**src/sv/nsc_pkg.sv**
```systemverilog
package nsc_pkg;

  localparam int MAX_LEN   = 128;
  localparam int CNT_W     = $clog2(MAX_LEN + 1);
  localparam int HDR_LEN   = 6;
  localparam int HDR_COUNT = 5;
  localparam int POS_W     = $clog2(HDR_LEN + 1);

  localparam logic [7:0] CH_NUL    = 8'h00;
  localparam logic [7:0] CH_DOLLAR = 8'h24;
  localparam logic [7:0] CH_STAR   = 8'h2A;
  localparam logic [7:0] CH_COMMA  = 8'h2C;

  typedef logic [2:0] sent_type_t;

  localparam sent_type_t TYPE_UNKNOWN = 3'd0;
  localparam sent_type_t TYPE_GPGGA   = 3'd1;
  localparam sent_type_t TYPE_GPGSA   = 3'd2;
  localparam sent_type_t TYPE_GPGSV   = 3'd3;
  localparam sent_type_t TYPE_GPRMC   = 3'd4;
  localparam sent_type_t TYPE_GPVTG   = 3'd5;

  localparam sent_type_t HDR_TYPE [HDR_COUNT] = '{
    TYPE_GPGGA, TYPE_GPGSA, TYPE_GPGSV, TYPE_GPRMC, TYPE_GPVTG
  };

  localparam logic [7:0] HDR_TEXT [HDR_COUNT][HDR_LEN] = '{
    '{8'h24, 8'h47, 8'h50, 8'h47, 8'h47, 8'h41},  // $GPGGA
    '{8'h24, 8'h47, 8'h50, 8'h47, 8'h53, 8'h41},  // $GPGSA
    '{8'h24, 8'h47, 8'h50, 8'h47, 8'h53, 8'h56},  // $GPGSV
    '{8'h24, 8'h47, 8'h50, 8'h52, 8'h4D, 8'h43},  // $GPRMC
    '{8'h24, 8'h47, 8'h50, 8'h56, 8'h54, 8'h47}   // $GPVTG
  };

  typedef struct packed {
    logic en;   // text byte to feed the matcher
    logic clr;  // sentence closed, return to reset state
  } hdr_ctl_t;

  typedef struct packed {
    logic       ok;
    logic [3:0] val;
  } hex_dig_t;

  function automatic hex_dig_t hex_digit(input logic [7:0] c);
    hex_dig_t d;
    d.ok  = 1'b1;
    d.val = 4'd0;
    if (c >= 8'h30 && c <= 8'h39) begin
      d.val = 4'(c - 8'h30);
    end else if (c >= 8'h61 && c <= 8'h66) begin
      d.val = 4'(c - 8'h57);
    end else if (c >= 8'h41 && c <= 8'h46) begin
      d.val = 4'(c - 8'h37);
    end else begin
      d.ok = 1'b0;
    end
    return d;
  endfunction

endpackage

```
**src/sv/nsc_hdr_match.sv**
```systemverilog
module nsc_hdr_match (
  input  logic             clk,
  input  logic             rst_n,
  input  nsc_pkg::hdr_ctl_t ctl,
  input  logic [7:0]       char_byte,
  output nsc_pkg::sent_type_t type_nxt
);
  import nsc_pkg::*;

  typedef enum logic [2:0] {
    PH_SKIP  = 3'b001,
    PH_FIELD = 3'b010,
    PH_DONE  = 3'b100
  } hdr_phase_t;

  hdr_phase_t           phase_r, phase_nxt;
  logic [POS_W-1:0]     pos_r, pos_nxt;
  logic [HDR_COUNT-1:0] cand_r, cand_nxt;
  logic                 is_comma;
  logic                 match_en;

  assign is_comma = (char_byte == CH_COMMA);

  always_comb begin
    phase_nxt = phase_r;
    match_en  = 1'b0;
    if (ctl.en) begin
      unique case (phase_r)
        PH_SKIP: begin
          if (!is_comma) begin
            phase_nxt = PH_FIELD;
            match_en  = 1'b1;
          end
        end
        PH_FIELD: begin
          if (is_comma) begin
            phase_nxt = PH_DONE;
          end else begin
            match_en = 1'b1;
          end
        end
        PH_DONE: begin
          phase_nxt = PH_DONE;
        end
        default: begin
          phase_nxt = phase_r;
        end
      endcase
    end
  end

  always_comb begin
    pos_nxt  = pos_r;
    cand_nxt = cand_r;
    if (match_en) begin
      if (pos_r < POS_W'(HDR_LEN)) begin
        for (int k = 0; k < HDR_COUNT; k++) begin
          if (HDR_TEXT[k][pos_r] != char_byte) cand_nxt[k] = 1'b0;
        end
        pos_nxt = pos_r + POS_W'(1);
      end else begin
        // field longer than any header
        cand_nxt = '0;
      end
    end
  end

  // lowest surviving candidate wins
  always_comb begin
    type_nxt = TYPE_UNKNOWN;
    if (phase_nxt != PH_SKIP && pos_nxt == POS_W'(HDR_LEN)) begin
      for (int k = HDR_COUNT - 1; k >= 0; k--) begin
        if (cand_nxt[k]) type_nxt = HDR_TYPE[k];
      end
    end
  end

  always_ff @(posedge clk) begin
    if (!rst_n || ctl.clr) begin
      phase_r <= PH_SKIP;
      pos_r   <= '0;
      cand_r  <= '1;
    end else begin
      phase_r <= phase_nxt;
      pos_r   <= pos_nxt;
      cand_r  <= cand_nxt;
    end
  end

endmodule

```
**config.mk**
```make
export PLATFORM = sky130hd
export DESIGN_NAME = nsc_hdr_match
export DESIGN_NICKNAME = d
export VERILOG_FILES = /design/src/sv/nsc_pkg.sv /design/src/sv/nsc_hdr_match.sv
export SDC_FILE = /design/constraint.sdc
export NUM_CORES = 1
export LEC_CHECK = 0
export ABC_AREA = 0
export BUFFER_PORTS_ARGS = -buffer_cell sky130_fd_sc_hd__buf_2
export CAP_MARGIN = 10
export CELL_PAD_IN_SITES_DETAIL_PLACEMENT = 0
export CELL_PAD_IN_SITES_GLOBAL_PLACEMENT = 1
export CORE_MARGIN = 3
export CORE_UTILIZATION = 45
export DETAILED_ROUTE_END_ITERATION = 8
export GPL_TIMING_DRIVEN = 0
export MAX_ROUTING_LAYER = met4
export PLACE_DENSITY = 0.93
export SYNTH_ARGS = -nofsm -noshare
export SYNTH_HDL_FRONTEND = slang
export SYNTH_SLANG_ARGS = --single-unit
```
**constraint.sdc**
```tcl
create_clock -name clk -period 3.51 [get_ports clk]
set_input_delay 0.351 -clock clk [delete_from_list [all_inputs] [get_ports clk]]
set_output_delay 0.351 -clock clk [all_outputs]
set_load 0.02 [all_outputs]
```
==> results of run 1 <==
[cell usage in the layout (no fill, tap or decap), drive strengths merged, types with 2 or more instances in the layout]
master | Yosys | final
o21ai | 8 | 8
a21oi | 6 | 6
o221ai | 2 | 2
ha | 7 | 7
and2 | 2 | 2
inv | 8 | 8
clkbuf | 0 | 4
nand3 | 2 | 2
nand2 | 16 | 16
a21boi | 2 | 2
buf | 6 | 18
nor3 | 3 | 3
nor2b | 2 | 2
dfxtp | 11 | 11
xnor2 | 8 | 8
nand2b | 6 | 6
mux2i | 3 | 3
xor2 | 7 | 7
nor2 | 11 | 11
o211ai | 3 | 3
a31o | 2 | 2
[state kept, by name (all words and copies together) (netlist names)]
register / cells
cand_r: 5
pos_r: 3
phase_r: 3
[cells in the mapped netlist (3+ instances only)]
| master | n |
|---|---|
| inv_1 | 7 |
| xnor2_1 | 8 |
| buf_2 | 3 |
| a21oi_1 | 6 |
| o21ai_0 | 8 |
| nand2_1 | 16 |
| mux2i_1 | 3 |
| o211ai_1 | 3 |
| ha_1 | 7 |
| nor3_1 | 3 |
| nand2b_1 | 6 |
| xor2_1 | 7 |
| dfxtp_1 | 11 |
| nor2_1 | 11 |
[worst max-delay path, stage by stage, from the launching register on]
cell	delay, ps
dfxtp_1	530
inv_1	170
ha_1	260
mux2i_1	130
o221ai_1	130
a311o_1	370
o31ai_4	260
nand2_1	110
a311oi_2	270
buf_2	200
[path summary, 6_finish.rpt]
path	slack [ps]	endpoint	from	depth (start not counted)
hold / removal	350	cand_r[3]	ctl[0]	3
hold reg to reg	500	phase_r[2]	phase_r[2]	2
setup reg to reg	1400	cand_r[2]	pos_r[0]	9
setup / recovery	440	type_nxt[0]	pos_r[1]	9
[metal layers]
metal | vias to the layer above | part of all wire | GRT usage
li1 | 512 | - | -
met5 | - | 0 | -
met2 | 14 | 0.45 | 0.243
met3 | 9 | 0.022 | 0.0397
met1 | 480 | 0.50 | 0.242
met4 | 0 | 0.036 | 0.125
[metrics by stage]
stage | area (sq um) | instances | total power (W)
after global placement | 1190 | 176 | 0.000226
after floorplan | 1100 | 136 | 0.000205
after global routing | 1220 | 180 | 0.000339
after CTS | 1220 | 180 | 0.000321
final | 1220 | 180 | 0.000317
after detailed placement | 1190 | 176 | 0.000228
[report_power, final]
part           leakage, nW  switching, W  internal [W]
clock network       0.0150     0.0000468     0.0000442
registers           0.0900    0.00000438      0.000130
logic                0.400     0.0000531     0.0000389
[layout make-up]
type                       instances  area (sq um)  area share
sequential                        11           220       0.181
multi-input combinational        111           801       0.658
timing repair buffer              12          60.1      0.0493
buffer                             6          45.0      0.0370
inverter                           8          30.0      0.0247
clock buffer                       4          26.3      0.0216
tap                               28          35.0      0.0288
[cell families (layout without fill, tap and decap cells)]
logic type,Yosys count,after routing,share of synthesized area
XOR/XNOR,15,15,0.120
adder cells (fa/ha/maj),7,7,0.0799
AND/OR/NAND/NOR,50,50,0.250
buffers and inverters,14,30,0.0685
multiplexers,3,3,0.0274
AO/OA/AOI/OAI,36,36,0.253
flip-flops,11,11,0.201
==> flow_metrics.py, run 1 <==
metrics = {
    "sta": {
        "fin_setup_tns_ps": 0,
        "hold_ws_ps": 347,
        "skew_ps": 2.70,
        "rsz0062_at_grt": "no",
        "max_slew_margin": 0.674,
        "fin_crit_sh": 0.875,
        "worstMarginPinSlew_ps": 484,
        "fin_crit_ps": 3070,
        "slew_viol_final": 0,
        "finalSetupViolCount": 0,
        "max_clock_freq_mhz": 325,
        "hold_violations": 0,
        "fin_ws_ps": 437,
    },
    "clock_network": {
        "numCtsBuffers": 3,
        "post-cts-setup-buffer-count": 0,
        "clk_latency_ps": 280,
        "cts_tree": "built",
        "htreeDepth": 1,
        "hold_buffers": 0,
        "cts.sinks": 11,
        "clk_path_buf_depth": 2,
        "clk_pin_slew_worst_paths_ps": 70,
        "cts_root_buf": "clkbuf_4",
        "cts_resized": 0,
    },
    "global_route": {
        "grt_usage": 0.183,
        "grt_pass1_wl_um": 4300,
        "overflow": 0,
        "grt_max_degree": 11,
        "antenna_found_initial": 0,
        "grt_pass1_vias": 932,
    },
    "cells_and_area": {
        "diodes": 0,
        "drive_gt1_frac": 0.178,
        "area_growth_syn_to_layout_pct": 11.1,
        "post-route-util": 0.540,
        "nNetsFinal": 172,
        "n_fill_cell": 228,
    },
    "synthesis": {
        "synth_area_sq_um": 1100,
        "yosys_warnings": 0,
        "synth_edf_count": 0,
        "synth.net_count": 155,
        "ys_async_sr_fraction": 0,
        "syn_area_per_cell_sq_um": 8.06,
        "synth_seq_cells": 11,
        "postSynthCellCount": 136,
        "synth_top_cell_by_area": "dfxtp_1",
        "synth.area.top_cells": "dfxtp_1, ha_1, xnor2_1",
        "yosysSeqAreaShare": 0.201,
        "ys.flop_type": "dfxtp_1",
        "synth.distinct_cells": 47,
        "synth_top_area_frac": 0.201,
    },
    "detailed_routing": {
        "firstDrtPassIters": 4,
        "wl_per_cell_um": 14.4,
        "drt_iter0_markers": 34,
        "ant_nets": 0,
        "wl_um": 2590,
        "vias_per_cell": 5.64,
        "vias": 1015,
        "drcViolationCount": 0,
    },
    "place": {
        "place.gp.congestion": 0.899,
        "dp_hpwl_um": 2010,
        "pre_cts_ws_ps": 762,
        "portBuffers": 12,
    },
    "run_status": {
        "status": "complete, no violations",
    },
    "floorplanning": {
        "rows": 17,
        "start_util": 0.486,
        "io_pins": 15,
        "chipHeight_um": 55.4,
        "core_sq_um": 2250,
        "die_area_sq_um": 3060,
        "die_x_um": 55.4,
    },
    "min_path": {
        "hold_path.class": "in -> reg",
    },
    "job": {
        "maxCapViolations": 0,
    },
    "power": {
        "leakagePower_nw": 0.505,
        "power_density_nw_per_um2": 261,
        "ir_drop_v": 0.000198,
    },
    "setup_path": {
        "path_max_fanout": 9,
        "required_ps": 3160,
        "worstPathArrival_ps": 2720,
        "crit_type": "reg -> out",
        "cp-end-kind": "primary output",
        "cp-start-kind": "flip-flop",
    },
}
Power figures use the tool's default switching activity.
==> inputs of run 2 (changes only) <==
CORE_UTILIZATION = 42   (was 45)
PLACE_DENSITY = 0.89   (was 0.93)
clock period = 2.9 ns   (was 3.51 ns; I/O delays follow)
==> run 2 against run 1 <==
  * Combinational power is 44% higher
  * Wire length increased by 7.6%
  * Sequential cell count unchanged
  * Largest power group unchanged
==> flow_metrics.py, run 2 (synthesis gave the netlist of run 1 again) <==
metrics = {
    "power": {
        "power_frac_comb": 0.330,
        "pwr-share-clk": 0.265,
        "sequentialPowerShare": 0.404,
        "ir_drop_v": 0.000251,
        "power_switching_w": 0.000131,
        "power_density_nw_per_um2": 293,
        "power.internal_w": 0.000270,
        "netSwitchingFraction": 0.327,
        "leakagePower_nw": 0.549,
    },
    "setup_path": {
        "cp-start-kind": "flip-flop",
        "required_ps": 2610,
        "r2r_start": "pos_r[0]",
        "critPathMaxStageDelay_ps": 360,
        "r2r_cells": 10,
        "r2r_end": "cand_r[0]",
        "cp-end-kind": "primary output",
        "worstPathArrival_ps": 2520,
        "path_max_fanout": 7,
        "ff2ff_setup_slack_ps": 940,
        "cpMostUsedCell": "buf_4",
        "cp_cell_sequence": "buf_6 -> clkinvlp_4 -> buf_4 -> ha_4 -> inv_1 -> o221ai_1 -> a311o_1 -> o31ai_4 -> nand2_1 -> a311oi_2 -> buf_4",
        "cp_slowest_cell": "dfxtp_2",
        "crit_type": "reg -> out",
    },
    "cells_and_area": {
        "largest_reg_flops": 5,
        "diodes": 0,
        "nNetsFinal": 180,
        "fin_cells": 188,
        "largest_register": "cand_r",
        "area_growth_syn_to_layout_pct": 24.9,
        "reg.largest.list": "cand_r (5), phase_r (3), pos_r (3)",
        "final_common_cell": "nand2_1",
        "drive_gt1_frac": 0.300,
        "final_area_sq_um": 1370,
        "layout_common_cells": "nand2_1, buf_2, nor2_1",
        "post-route-util": 0.585,
    },
    "sta": {
        "skew_ps": 5.79,
        "fin_crit_ps": 2810,
        "hold_violations": 0,
        "fin_ws_ps": 86.3,
        "slew_viol_final": 0,
        "finalSetupViolCount": 0,
        "fin_crit_sh": 0.970,
        "hold_ws_ps": 297,
        "max_clock_freq_mhz": 355,
        "worstMarginPinSlew_ps": 413,
        "max_slew_margin": 0.724,
    },
    "clock_network": {
        "cts.sinks": 11,
        "numCtsBuffers": 3,
        "clk_pin_slew_worst_paths_ps": 70,
        "hold_buffers": 0,
        "clk_path_buf_depth": 2,
        "clk_latency_ps": 270,
        "cts_tree": "built",
        "htreeDepth": 1,
        "cts_root_buf": "clkbuf_4",
    },
    "global_route": {
        "grt_usage": 0.173,
        "grt_max_degree": 11,
        "grt_pass1_wl_um": 4450,
        "grt_pass1_vias": 1020,
        "antenna_found_initial": 0,
        "overflow": 0,
    },
    "min_path": {
        "hold_path.class": "in -> reg",
        "hold_start": "ctl[0]",
        "holdPathEnd": "cand_r[0]",
        "hold_depth": 3,
    },
    "detailed_routing": {
        "wl_per_cell_um": 14.8,
        "ant_nets": 0,
        "vias": 1071,
        "firstDrtPassIters": 4,
        "wl_um": 2790,
        "drt_iter0_markers": 39,
        "vias_per_cell": 5.70,
        "drcViolationCount": 0,
    },
    "floorplanning": {
        "start_util": 0.468,
        "rows": 17,
        "chipHeight_um": 57.1,
        "core_sq_um": 2340,
        "die_x_um": 57.1,
        "die_area_sq_um": 3260,
        "io_pins": 15,
    },
    "job": {
        "maxCapViolations": 0,
    },
    "place": {
        "pre_cts_ws_ps": 239,
        "dp_cells": 176,
        "dp_hpwl_um": 2010,
        "place_area_sq_um": 1190,
        "place.gp.congestion": 0.896,
        "portBuffers": 12,
    },
    "run_status": {
        "status": "complete, no violations",
    },
}
run 2: cell types whose count changed in the layout (fill, tap and decap cells not counted), moves of 2 or more:
cell     delta
ha_1        -5
dfxtp_1     -2
ha_4        +4
o21ai_0     -2
buf_4       +9
run 2: cell type report:
class	instances	area, sq um
Clock buffer	4	26.3
Timing Repair Buffer	20	123
Tap cell	28	35.0
Sequential cell	11	225
Buffer	6	45.0
Multi-Input combinational cell	111	881
Inverter	8	33.8
Fill cell	220	971
run 2: worst max-delay path by stage:
stage                         from     endpoint  slack (ps)  cells after the start
after global routing      pos_r[0]  type_nxt[1]         -70                     11
after global placement    pos_r[1]  type_nxt[0]         260                      9
final                     pos_r[0]  type_nxt[0]          90                     11
after floorplan           pos_r[1]  type_nxt[0]         470                      8
after detailed placement  pos_r[1]  type_nxt[0]         240                      9
after CTS                 pos_r[0]  type_nxt[0]           9                     10
run 2: power by group through the flow:
stage	clock network (W)	logic [W]	registers, W
2_1_floorplan	0	0.0000834	0.000165
3_3_place_gp	0	0.000107	0.000166
3_5_place_dp	0	0.000110	0.000166
4_1_cts	0.000109	0.000113	0.000163
5_1_grt	0.000115	0.000146	0.000163
6_report	0.000106	0.000132	0.000162
run 2: critical path: cells and delay by family, from the launching register on:
| family | cells | cell delay [ps] |
|---|---|---|
| compound gates | 4 | 990 |
| flops | 1 | 360 |
| buf+inv | 5 | 670 |
| fa+ha+maj | 1 | 160 |
| simple gates | 1 | 90 |
run 2: stage by stage:
stage / total power, W / TNS (ps)
final: 0.000401 / 0
after global routing: 0.000424 / -109
after CTS: 0.000384 / 0
after detailed placement: 0.000276 / 0
after global placement: 0.000273 / 0
after floorplan: 0.000248 / 0
run 2: what timing repair did:
| item | CTS | global route |
|---|---|---|
| pin swaps | 0 | 1 |
| endpoints found under the setup margin | 1 | 3 |
| resized for setup | 4 | 16 |
| buffers inserted | 0 | 8 |
run 2: per-layer routing:
| metal | track usage | up-vias | wire length [um] |
|---|---|---|---|
| met1 | 0.219 | 513 | 1250 |
| met4 | 0.0695 | 0 | 39 |
| met3 | 0.0452 | 6 | 107 |
| li1 | - | 531 | - |
| met2 | 0.259 | 21 | 1390 |
| met5 | - | - | 0 |
